`src/hdl/pea_pkg.sv`:
```
// shared constants for the page extent allocator
// status codes and default sizes; no dependencies
`default_nettype none
package pea_pkg;

  localparam int MAX_RUNS_DEF       = 16;
  localparam int PAGE_ADDR_BITS_DEF = 20;
  localparam int STATUS_W           = 3;

  localparam logic [STATUS_W-1:0] ST_OK      = 3'd0;
  localparam logic [STATUS_W-1:0] ST_NOMEM   = 3'd1;
  localparam logic [STATUS_W-1:0] ST_OVERLAP = 3'd2;
  localparam logic [STATUS_W-1:0] ST_ZERO    = 3'd3;
  localparam logic [STATUS_W-1:0] ST_FULL    = 3'd4;

endpackage
`default_nettype wire

```
`src/hdl/pea_ram.sv`:
```
// generic simple dual port ram, one write port and one registered read port
// no dependencies
`default_nettype none
module pea_ram #(
  parameter int WIDTH = 8,
  parameter int DEPTH = 16
) (
  input  wire logic                     clk,
  input  wire logic                     wr_en,
  input  wire logic [$clog2(DEPTH)-1:0] wr_addr,
  input  wire logic [WIDTH-1:0]         wr_data,
  input  wire logic [$clog2(DEPTH)-1:0] rd_addr,
  output logic      [WIDTH-1:0]         rd_data
);

  logic [WIDTH-1:0] mem_r [DEPTH];

  always_ff @(posedge clk) begin
    if (wr_en) begin
      mem_r[wr_addr] <= wr_data;
    end
    rd_data <= mem_r[rd_addr];
  end

endmodule
`default_nettype wire

```
`src/hdl/page_extent_allocator.sv`:
```
// Page extent allocator top level: first-fit free-run table with coalescing.
// Depends on pea_pkg and pea_ram.
//
// The block keeps an address-sorted table of free runs in one ram and serves
// one request at a time. An allocate reads entries one by one until the first
// run long enough; a free reads every entry to check overlap and find its
// neighbours. A removal or insertion then moves the following entries one
// place, by a ram read and a ram write per entry moved. The time a request
// takes is set by the entry-by-entry ram walk; zero-count requests skip it.
// in_tready is low while a request is in progress. The table starts empty and
// needs no clearing after reset.
`default_nettype none
module page_extent_allocator
  import pea_pkg::*;
#(
  parameter int MAX_RUNS       = MAX_RUNS_DEF,
  parameter int PAGE_ADDR_BITS = PAGE_ADDR_BITS_DEF
) (
  input  wire logic clk,
  input  wire logic rst_n,
  input  wire logic in_tvalid,
  output logic      in_tready,
  // base_page, page_count
  input  wire logic [((2*PAGE_ADDR_BITS+1+7)/8)*8-1:0] in_tdata,
  // kind
  input  wire logic in_tuser,
  output logic      out_tvalid,
  input  wire logic out_tready,
  // status, alloc_page
  output logic [((STATUS_W+PAGE_ADDR_BITS+7)/8)*8-1:0] out_tdata
);

  localparam int PW = PAGE_ADDR_BITS;
  localparam int LW = PAGE_ADDR_BITS + 1;
  localparam int CW = $clog2(MAX_RUNS + 1);
  localparam int IW = $clog2(MAX_RUNS);
  localparam int OW = ((STATUS_W + PAGE_ADDR_BITS + 7) / 8) * 8;
  localparam int EW = PW + LW;

  typedef enum logic [3:0] {
    S_IDLE, S_A_RD, S_A_CHK, S_F_RD, S_F_CHK, S_F_DEC,
    S_SH_CHK, S_SH_RD, S_SH_WR, S_DONE
  } state_t;

  state_t              state_r;
  logic                kind_r;
  logic [PW-1:0]       base_r;
  logic [LW-1:0]       cnt_r;
  logic [CW-1:0]       total_r;
  logic [CW-1:0]       idx_r;
  logic [CW-1:0]       pos_r;
  logic [CW-1:0]       shk_r;
  logic                sh_up_r;
  logic                ovl_r;
  logic [PW-1:0]       prev_base_r;
  logic [LW-1:0]       prev_len_r;
  logic [PW-1:0]       next_base_r;
  logic [LW-1:0]       next_len_r;
  logic [STATUS_W-1:0] res_status_r;
  logic [PW-1:0]       res_page_r;
  logic [STATUS_W-1:0] out_status_r;
  logic [PW-1:0]       out_page_r;
  logic                out_valid_r;

  logic                wr_en;
  logic [IW-1:0]       wr_addr;
  logic [EW-1:0]       wr_data;
  logic [IW-1:0]       rd_addr;
  logic [EW-1:0]       rd_data;

  logic [PW-1:0]       in_base;
  logic [LW-1:0]       in_cnt;
  logic [LW-1:0]       lim;
  logic [PW-1:0]       rb;
  logic [LW-1:0]       rl;
  logic [LW-1:0]       rend;
  logic [LW-1:0]       fend;
  logic [LW-1:0]       prev_end;
  logic [LW-1:0]       rem_len;
  logic                mprev;
  logic                mnext;
  logic                last_entry;

  assign in_base    = in_tdata[PW-1:0];
  assign in_cnt     = in_tdata[PW+LW-1:PW];
  assign lim        = {1'b1, {PW{1'b0}}} - {1'b0, in_base};
  assign rb         = rd_data[PW-1:0];
  assign rl         = rd_data[EW-1:PW];
  assign rend       = {1'b0, rb} + rl;
  assign fend       = {1'b0, base_r} + cnt_r;
  assign prev_end   = {1'b0, prev_base_r} + prev_len_r;
  assign rem_len    = rl - cnt_r;
  assign mprev      = (pos_r != '0) && (prev_end == {1'b0, base_r});
  assign mnext      = (pos_r < total_r) && ({1'b0, next_base_r} == fend);
  assign last_entry = (idx_r + CW'(1)) >= total_r;

  assign in_tready  = (state_r == S_IDLE);
  assign out_tvalid = out_valid_r;
  assign out_tdata  = OW'({out_page_r, out_status_r});

  pea_ram #(
    .WIDTH(EW),
    .DEPTH(MAX_RUNS)
  ) u_ram (
    .clk    (clk),
    .wr_en  (wr_en),
    .wr_addr(wr_addr),
    .wr_data(wr_data),
    .rd_addr(rd_addr),
    .rd_data(rd_data)
  );

  // ram port control
  always_comb begin
    wr_en   = 1'b0;
    wr_addr = '0;
    wr_data = '0;
    rd_addr = idx_r[IW-1:0];
    unique case (state_r)
      S_A_CHK: begin
        wr_en   = (rl > cnt_r);
        wr_addr = idx_r[IW-1:0];
        wr_data = {rem_len, rb};
      end
      S_F_DEC: begin
        if (!ovl_r) begin
          if (mprev) begin
            wr_en   = 1'b1;
            wr_addr = IW'(pos_r - CW'(1));
            wr_data = {prev_len_r + cnt_r + (mnext ? next_len_r : '0), prev_base_r};
          end else if (mnext) begin
            wr_en   = 1'b1;
            wr_addr = pos_r[IW-1:0];
            wr_data = {next_len_r + cnt_r, base_r};
          end
        end
      end
      S_SH_CHK: begin
        wr_en   = sh_up_r && (shk_r == pos_r);
        wr_addr = pos_r[IW-1:0];
        wr_data = {cnt_r, base_r};
      end
      S_SH_RD: begin
        rd_addr = sh_up_r ? IW'(shk_r - CW'(1)) : IW'(shk_r + CW'(1));
      end
      S_SH_WR: begin
        wr_en   = 1'b1;
        wr_addr = shk_r[IW-1:0];
        wr_data = rd_data;
      end
      default: begin
      end
    endcase
  end

  always_ff @(posedge clk) begin
    if (!rst_n) begin
      state_r     <= S_IDLE;
      total_r     <= '0;
      out_valid_r <= 1'b0;
    end else begin
      if (out_valid_r && out_tready && state_r != S_DONE) begin
        out_valid_r <= 1'b0;
      end
      unique case (state_r)
        S_IDLE: begin
          if (in_tvalid) begin
            kind_r       <= in_tuser;
            base_r       <= in_base;
            cnt_r        <= (in_tuser && in_cnt > lim) ? lim : in_cnt;
            idx_r        <= '0;
            pos_r        <= '0;
            ovl_r        <= 1'b0;
            res_status_r <= ST_OK;
            res_page_r   <= '0;
            if (in_cnt == '0) begin
              res_status_r <= ST_ZERO;
              state_r      <= S_DONE;
            end else if (!in_tuser) begin
              if (total_r == '0) begin
                res_status_r <= ST_NOMEM;
                state_r      <= S_DONE;
              end else begin
                state_r <= S_A_RD;
              end
            end else begin
              state_r <= (total_r == '0) ? S_F_DEC : S_F_RD;
            end
          end
        end
        S_A_RD: begin
          state_r <= S_A_CHK;
        end
        S_A_CHK: begin
          if (rl == cnt_r) begin
            res_page_r <= rb;
            shk_r      <= idx_r;
            sh_up_r    <= 1'b0;
            state_r    <= S_SH_CHK;
          end else if (rl > cnt_r) begin
            res_page_r <= PW'({1'b0, rb} + rem_len);
            state_r    <= S_DONE;
          end else if (last_entry) begin
            res_status_r <= ST_NOMEM;
            state_r      <= S_DONE;
          end else begin
            idx_r   <= idx_r + CW'(1);
            state_r <= S_A_RD;
          end
        end
        S_F_RD: begin
          state_r <= S_F_CHK;
        end
        S_F_CHK: begin
          if ({1'b0, base_r} < rend && {1'b0, rb} < fend) begin
            ovl_r <= 1'b1;
          end
          if (rb < base_r) begin
            prev_base_r <= rb;
            prev_len_r  <= rl;
            pos_r       <= idx_r + CW'(1);
          end else if (idx_r == pos_r) begin
            next_base_r <= rb;
            next_len_r  <= rl;
          end
          idx_r   <= idx_r + CW'(1);
          state_r <= last_entry ? S_F_DEC : S_F_RD;
        end
        S_F_DEC: begin
          if (ovl_r) begin
            res_status_r <= ST_OVERLAP;
            state_r      <= S_DONE;
          end else if (mprev && mnext) begin
            shk_r   <= pos_r;
            sh_up_r <= 1'b0;
            state_r <= S_SH_CHK;
          end else if (mprev || mnext) begin
            state_r <= S_DONE;
          end else if (total_r >= CW'(MAX_RUNS)) begin
            res_status_r <= ST_FULL;
            state_r      <= S_DONE;
          end else begin
            shk_r   <= total_r;
            sh_up_r <= 1'b1;
            state_r <= S_SH_CHK;
          end
        end
        S_SH_CHK: begin
          if (sh_up_r) begin
            if (shk_r == pos_r) begin
              total_r <= total_r + CW'(1);
              state_r <= S_DONE;
            end else begin
              state_r <= S_SH_RD;
            end
          end else if ((shk_r + CW'(1)) >= total_r) begin
            total_r <= total_r - CW'(1);
            state_r <= S_DONE;
          end else begin
            state_r <= S_SH_RD;
          end
        end
        S_SH_RD: begin
          state_r <= S_SH_WR;
        end
        S_SH_WR: begin
          shk_r   <= sh_up_r ? shk_r - CW'(1) : shk_r + CW'(1);
          state_r <= S_SH_CHK;
        end
        S_DONE: begin
          if (!out_valid_r || out_tready) begin
            out_valid_r  <= 1'b1;
            out_status_r <= res_status_r;
            out_page_r   <= (res_status_r == ST_OK && !kind_r) ? res_page_r : '0;
            state_r      <= S_IDLE;
          end
        end
        default: begin
          state_r <= S_IDLE;
        end
      endcase
    end
  end

endmodule
`default_nettype wire

```
`config.mk`:
```
export PLATFORM = sky130hd
export DESIGN_NAME = page_extent_allocator
export DESIGN_NICKNAME = d
export VERILOG_FILES = /design/src/hdl/pea_pkg.sv /design/src/hdl/pea_ram.sv /design/src/hdl/page_extent_allocator.sv
export SDC_FILE = /design/constraint.sdc
export NUM_CORES = 2
export LEC_CHECK = 0
export ABC_CLOCK_PERIOD_IN_PS = 13680
export BUFFER_PORTS_ARGS = -buffer_cell sky130_fd_sc_hd__buf_2
export CAP_MARGIN = 10
export CORE_UTILIZATION = 55
export CTS_CLUSTER_SIZE = 24
export DETAILED_ROUTE_END_ITERATION = 8
export GPL_ROUTABILITY_DRIVEN = 0
export HOLD_SLACK_MARGIN = 0.03
export PLACE_DENSITY = 0.76
export RECOVER_POWER = 25
export SETUP_SLACK_MARGIN = 0.1
export SLEW_MARGIN = 20
export SYNTH_ARGS = -nofsm -noshare
export SYNTH_HDL_FRONTEND = slang
export SYNTH_SLANG_ARGS = --single-unit
```
`constraint.sdc`:
```
create_clock -name clk -period 13.68 [get_ports clk]
set_input_delay 1.368 -clock clk [delete_from_list [all_inputs] [get_ports clk]]
set_output_delay 1.368 -clock clk [all_outputs]
set_load 0.005 [all_outputs]
```
* Word-level counts from Yosys, hierarchy flattened
Memories as Yosys holds them, arrays and structs flattened. A register that Yosys moved wholly into a read port is not among the register bits. Index checks and enable logic that the tools add are counted.
Cells by class: $add $sub $neg 15, $lt $le $gt $ge 9, eq/ne operators 32, mux-type cells 81, bitwise gates (word level) 1, reduce and logical (&&, ||, !) cells 38
Operators by type and width (count):
- $pmux W41 S4 | 1
- $mux W41 | 3
- $mux W4 | 20
- $mux W5 | 14
- $add A20 B21 Y21 | 3
- $add A21 B21 Y21 | 3
- $mux W20 | 3
- $gt A21 B21 Y1 | 2
- $lt A20 B21 Y1 | 2
- $mux W21 | 2
- $pmux W20 S2 | 1
- $pmux W4 S10 | 1
- $mux W3 | 10
- $pmux W5 S3 | 2
- $eq A20 B21 Y1 | 1
- $eq A21 B20 Y1 | 1
- $eq A21 B21 Y1 | 1
- $logic_not A21 Y1 | 1
- $sub A21 B20 Y21 const A | 1
- $sub A21 B21 Y21 | 1
- $add A20 B20 Y20 | 1
- $lt A20 B20 Y1 | 1
- $ne A2 B2 Y1 const B | 10
- $ne A3 B3 Y1 const B | 6
- 35 further kinds | 85
Word-level totals: register bits 197, memory bits (writable) 656, input bits 53, output and inout bits 26, word-level logic and storage cells 196, memories 1
Memories:
- u_ram.mem_r | words 16, width 41, rd ports 1, clocked after memory_dff 1, write ports 1, line pea_ram.sv:16 | logic [WIDTH-1:0] mem_r [DEPTH];

* Depth between registers and ports, before layout
depth in word-level cells 9, gate-level depth with buffers 29, gate-level depth less buffers 27

* Modules after synthesis
A second synthesis with hierarchy kept.
Second synthesis, totals: cells, all modules 3133, area total of the unflattened synthesis 44676.6 um^2
Modules (own cells, without submodules):
- pea_ram | instances 1, cells an instance 1066, area each 25375.6 um^2, seq. area each 20519.7 um^2
- page_extent_allocator | instances 1, cells an instance 2067, area each 19301.0 um^2, seq. area each 5815.6 um^2

* Worst setup path after synthesis
Ideal clock, no wire load.
kind flip-flop to flip-flop, from register prev_len_r[0], to memory u_ram.mem_r[5][0] (netlist bit), enable pin, setup time 0.556 ns, arrival 7.925 ns, data required time 13.124 ns, slack 5.199 ns, cell stages (with the launch flop) 20, path buffers 2, period minus slack after synthesis 8.481 ns, cells stage by stage edfxtp_1 > ha_1 > fa_1 > a21o_1 > a21boi_0 > o21ai_0 > a21oi_1 > o21ai_0 > a211oi_1 > nand4_1 > nor3_2 > inv_2 > buf_1 > clkbuf_1 > ha_1 > o32ai_1 > nor2_1 > o21ai_0 > o21ai_1 > nor4b_1
Between the ends: cells in the longest elaborated chain, start to end 8, elaborated cells on any way between the ends 11, classes of those cells add/sub: 1; eq/ne: 1; mux: 8; reduce/logical: 1
RTL lines:
- start, declared | line page_extent_allocator.sv:56 | logic [LW-1:0] prev_len_r;
- start signal, assigned | line page_extent_allocator.sv:220 | prev_len_r <= rl;
- $add A20 B21 Y21 (*) | line page_extent_allocator.sv:91 | assign prev_end = {1'b0, prev_base_r} + prev_len_r;
- $eq A21 B20 Y1 (*) | line page_extent_allocator.sv:93 | assign mprev = (pos_r != '0) && (prev_end == {1'b0, base_r});
- $logic_and A1 B1 Y1 (*) | line page_extent_allocator.sv:93
- $mux W1 | line page_extent_allocator.sv:127 | if (mprev) begin
- $mux W1 | line page_extent_allocator.sv:126 | if (!ovl_r) begin
- $pmux W1 S4 | line page_extent_allocator.sv:119 | unique case (state_r)
- $mux W1 | line pea_ram.sv:19 | if (wr_en) begin
- $mux W1 (implied by the code) | line pea_ram.sv:20 | mem_r[wr_addr] <= wr_data;
- end, declared | line pea_ram.sv:16
Mark *: on every way between the ends. The rest lies on a longest branch, timed or not.

* Worst setup path after layout
from register cnt_r[1], to memory u_ram.mem_r[6][40] (netlist bit), data pin
Between the ends: cells in the longest elaborated chain, start to end 8, elaborated cells on any way between the ends 12, classes of those cells add/sub: 5; eq/ne: 1; mux: 5; reduce/logical: 1
RTL lines:
- start, declared | line page_extent_allocator.sv:48 | logic [LW-1:0] cnt_r;
- start signal, assigned | line page_extent_allocator.sv:170 | cnt_r <= (in_tuser && in_cnt > lim) ? lim : in_cnt;
- $add A20 B21 Y21 | line page_extent_allocator.sv:90 | assign fend = {1'b0, base_r} + cnt_r;
- $eq A20 B21 Y1 | line page_extent_allocator.sv:94 | assign mnext = (pos_r < total_r) && ({1'b0, next_base_r} == fend);
- $logic_and A1 B1 Y1 | line page_extent_allocator.sv:94
- $mux W21 | line page_extent_allocator.sv:130 | wr_data = {prev_len_r + cnt_r + (mnext ? next_len_r : '0), prev_base_r};
- $add A21 B21 Y21 | line page_extent_allocator.sv:130
- $mux W41 | line page_extent_allocator.sv:127
- $mux W41 | line page_extent_allocator.sv:126
- $pmux W41 S4 (*) | line page_extent_allocator.sv:119
- via u_ram.wr_data[40] | line pea_ram.sv:11 | input wire logic [WIDTH-1:0] wr_data,
The timed path passes the listed nets; every way through them passes the cells marked *.

==> metrics.md <==
| Metric | Value |
|---|---|
| Register area share after synthesis | 0.574 |
| Clock-pin slew on the worst setup and hold paths | 0.07 ns |
| Avg Inst Size Synth | between 10 and 15 um2 |
| Worst EP required | roughly 14 ns |
| Max clock buf depth | 3 |
| Failing checks | capacitance limit, slew limit |
| Most frequent cells in the layout | edfxtp_1, ha_1, nand2_1, mux4_2, a21oi_1 |
| Psw | between 4 and 5 mW |
| P_int | between 6 and 7 mW |
| Post-synth EDFFs | about 840 |
| Combinational share of power | 0.433 |
| Net Count, Synth | 3,672 |
| Synth Area in Simple Gates | 0.0965 |
| Detail Route Antenna Nets | 0 |
| Crit start category | flop |
| Ports | between 70 and 80 |
| Vias in the first global route | 29,496 |
| Core box area | between 80,000 and 90,000 um2 |
| Setup crit end kind | flop |
| DPL Wire Length | just over 80,000 um |
| Mux cell area share after synthesis | 0.0898 |
| Hold Startpoint | res_status_r[0]$_DFFE_PP_ |
| Num Clock Sinks | around 890 |
| Avg WL per Cell | ~27 um |
| CP max-delay cell | clkbuf_1 |
| Total CTS buffers | between 80 and 90 |
| Hold WC Path Type | flop to flop |
| Largest net degree at the start of global routing | 145 |
| H-tree depth | 3 |
| DRC | 0 |
| Syn Inst Count | roughly 3,300 |
| Std cell rows | around 110 |
| Synth Area in Adders | 0.0785 |
| Total grt overflow | 0 |
| Worst slew pin tran | about 3.4 ns |
| Max-Cap Viols | 9 |
| Sum Neg Setup Slack | 0 ns |
| CP Max Fanout | 28 |
| Pwr Total | roughly 11 mW |
| CP Buf/Inv Count | 2 |
| Reg-to-Reg Start | cnt_r[1]$_DFFE_PP_ |
| Max-slew violation count | 293 |
| Worst path max stage delay | between 1 and 1.5 ns |
| Pre-CTS setup slack | 5.76 ns |
| GRT Total Usage | 0.296 |
| Max VDD drop | roughly 0.19 mV |
| XOR/XNOR share of the synthesized area | 0.0361 |
| Synthesis-to-finish area growth | 10.5% |
| DRT Pass-1 Iters | 6 |
| Asr flop ratio synth | 0 |
| YS warnings | 0 |
| Die height | ~290 um |
| Vias/cell | 6.62 |
| Commonest non-fill, non-tap cell in the layout | edfxtp_1 |
| Crit path DAT | approximately 9.1 ns |
| Via count | between 30,000 and 40,000 |
| Layout cell share with drive strength beyond 1 | 0.134 |
| Clock root cell | clkbuf_16 |
| Outcome | finished, violations left |
| Resize count post-CTS | 0 |
| CTS tree | yes |
| Dominant synthesized flop cell | edfxtp_1 |
| Routed wire length | roughly 130,000 um |
| PD cells | ~220 nW/um2 |
| First-pass GRT wire length | around 190,000 um |
| Setup Skew | 0.0454 ns |
| Clk network pwr share | 0.224 |
| Hold-fix buffers, CTS | 0 |
| Worst Setup SP | cnt_r[1]$_DFFE_PP_ |
| Power share of the sequential group | 0.343 |
| Final setup margin | around 4.8 ns |
| Die ar. | between 80,000 and 90,000 um2 |
| Fin crit share | 0.650 |
| Min cycle time layout | 8.90 ns |
| Critical path class | flop to flop |
| Setup violations, final | 0 |
| # Post-CTS Setup Buffers | 0 |
| Cell Area, Synth | ~46,000 um2 |
| Rel. slew slack | -1.25 |
| Yosys reg bits | 894 |
| Initial antenna violation count | 0 |
| Lkg Pwr | between 15 and 20 nW |
| Distinct cells, synth | between 100 and 150 |
| Die W | 291 um |
| Post-synthesis compound-gate area fraction | 0.102 |
| Final #Nets | ~3,800 |
| Initial Util | 0.558 |
| Sw frac | 0.388 |
| Fmax | approximately 110 MHz |
| Endpoints failing hold | 0 |
| Skew-Pair Late Insertion Delay | ~0.68 ns |
| Initial drt markers | roughly 3,700 |
| Top delay family on crit path | compound AO/OA/AOI/OAI gates |
| Unrepaired setup endpoints after global routing | no |
| Number of port buffers | 70 |
| Largest family of logic cells by synthesized area | compound AO/OA/AOI/OAI gates |
==> final timing paths <==
kind / to / slack (ns) / cells past startpoint
setup / recovery: u_ram.mem_r[6][40]$_DFFE_PP_ / 4.78 / 25
hold / removal: out_status_r[0]$_DFFE_PP_ / 0.45 / 0
setup reg to reg: u_ram.mem_r[6][40]$_DFFE_PP_ / 4.78 / 25
hold reg to reg: out_status_r[0]$_DFFE_PP_ / 0.45 / 0
==> power groups by stage <==
stage / Clock, mW / Combinational (mW) / Sequential, mW
3_3_place_gp: 0 / 4.63 / 3.87
3_5_place_dp: 0 / 4.74 / 3.88
5_1_grt: 2.64 / 5.26 / 3.86
2_1_floorplan: 0 / 3.39 / 3.74
6_report: 2.51 / 4.86 / 3.86
4_1_cts: 2.54 / 4.79 / 3.83
==> cell usage after synthesis, types with 51 or more instances <==
cell type	count	area [um2]
a211oi_1	57	428
mux4_2	165	3720
nand2_1	223	837
ha_1	242	3030
o21ai_0	117	586
edfxtp_1	843	25300
clkbuf_1	89	334
and2_1	91	569
xor2_1	75	657
xnor2_1	95	832
a21oi_1	160	801
nor3_1	58	290
nor2_1	133	499
a21o_1	64	480
nand3_1	71	355
inv_1	122	458
dfxtp_1	51	1020
a31oi_1	64	400
==> sequential cells by signal, indices dropped and copies added, names as in the netlist <==
signal,cells
kind_r,1
ovl_r,1
total_r,5
out_tvalid,1
u_ram.rd_data,41
base_r,20
prev_len_r,21
next_base_r,20
idx_r,5
shk_r,5
next_len_r,21
prev_base_r,20
out_page_r,20
res_status_r,3
pos_r,5
cnt_r,21
sh_up_r,1
out_status_r,3
u_ram.mem_r,656
state_r,4
res_page_r,20
==> cells by family after synthesis <==
| group | Yosys count |
|---|---|
| other | 1 |
| muxes | 205 |
| adders and majority gates | 271 |
| buffers and inverters | 267 |
| xor gates and xnor gates | 178 |
| AOI/OAI and AO/OA | 690 |
| DFF | 894 |
| and+or+nand+nor | 843 |
==> stage by stage <==
step	cells	util	cell area (um2)	hold slack [ns]
3_3_place_gp	4428	0.581	47800	0.454
2_1_floorplan	3349	-	45900	0.427
6_report	4593	0.616	50700	0.449
3_5_place_dp	4429	0.581	47800	0.458
5_1_grt	4592	0.616	50700	0.467
4_1_cts	4592	0.618	50800	0.472
==> metal layers <==
layer,up-vias,track usage,share of wire
met5,-,0,0
met4,0,0.145,0.057
met3,352,0.0530,0.10
met2,1691,0.472,0.46
met1,15092,0.394,0.38
li1,13290,-,-
==> layout make-up <==
type	instances	area [um2]
sequential	894	26300
inverter	123	462
clock inverter	52	649
antenna	1	2.50
multi-input combinational	2188	18700
fill	6005	31600
tap	1070	1340
clock buffer	111	2360
timing repair buffer	154	846
(Power assumes the default switching activity.)
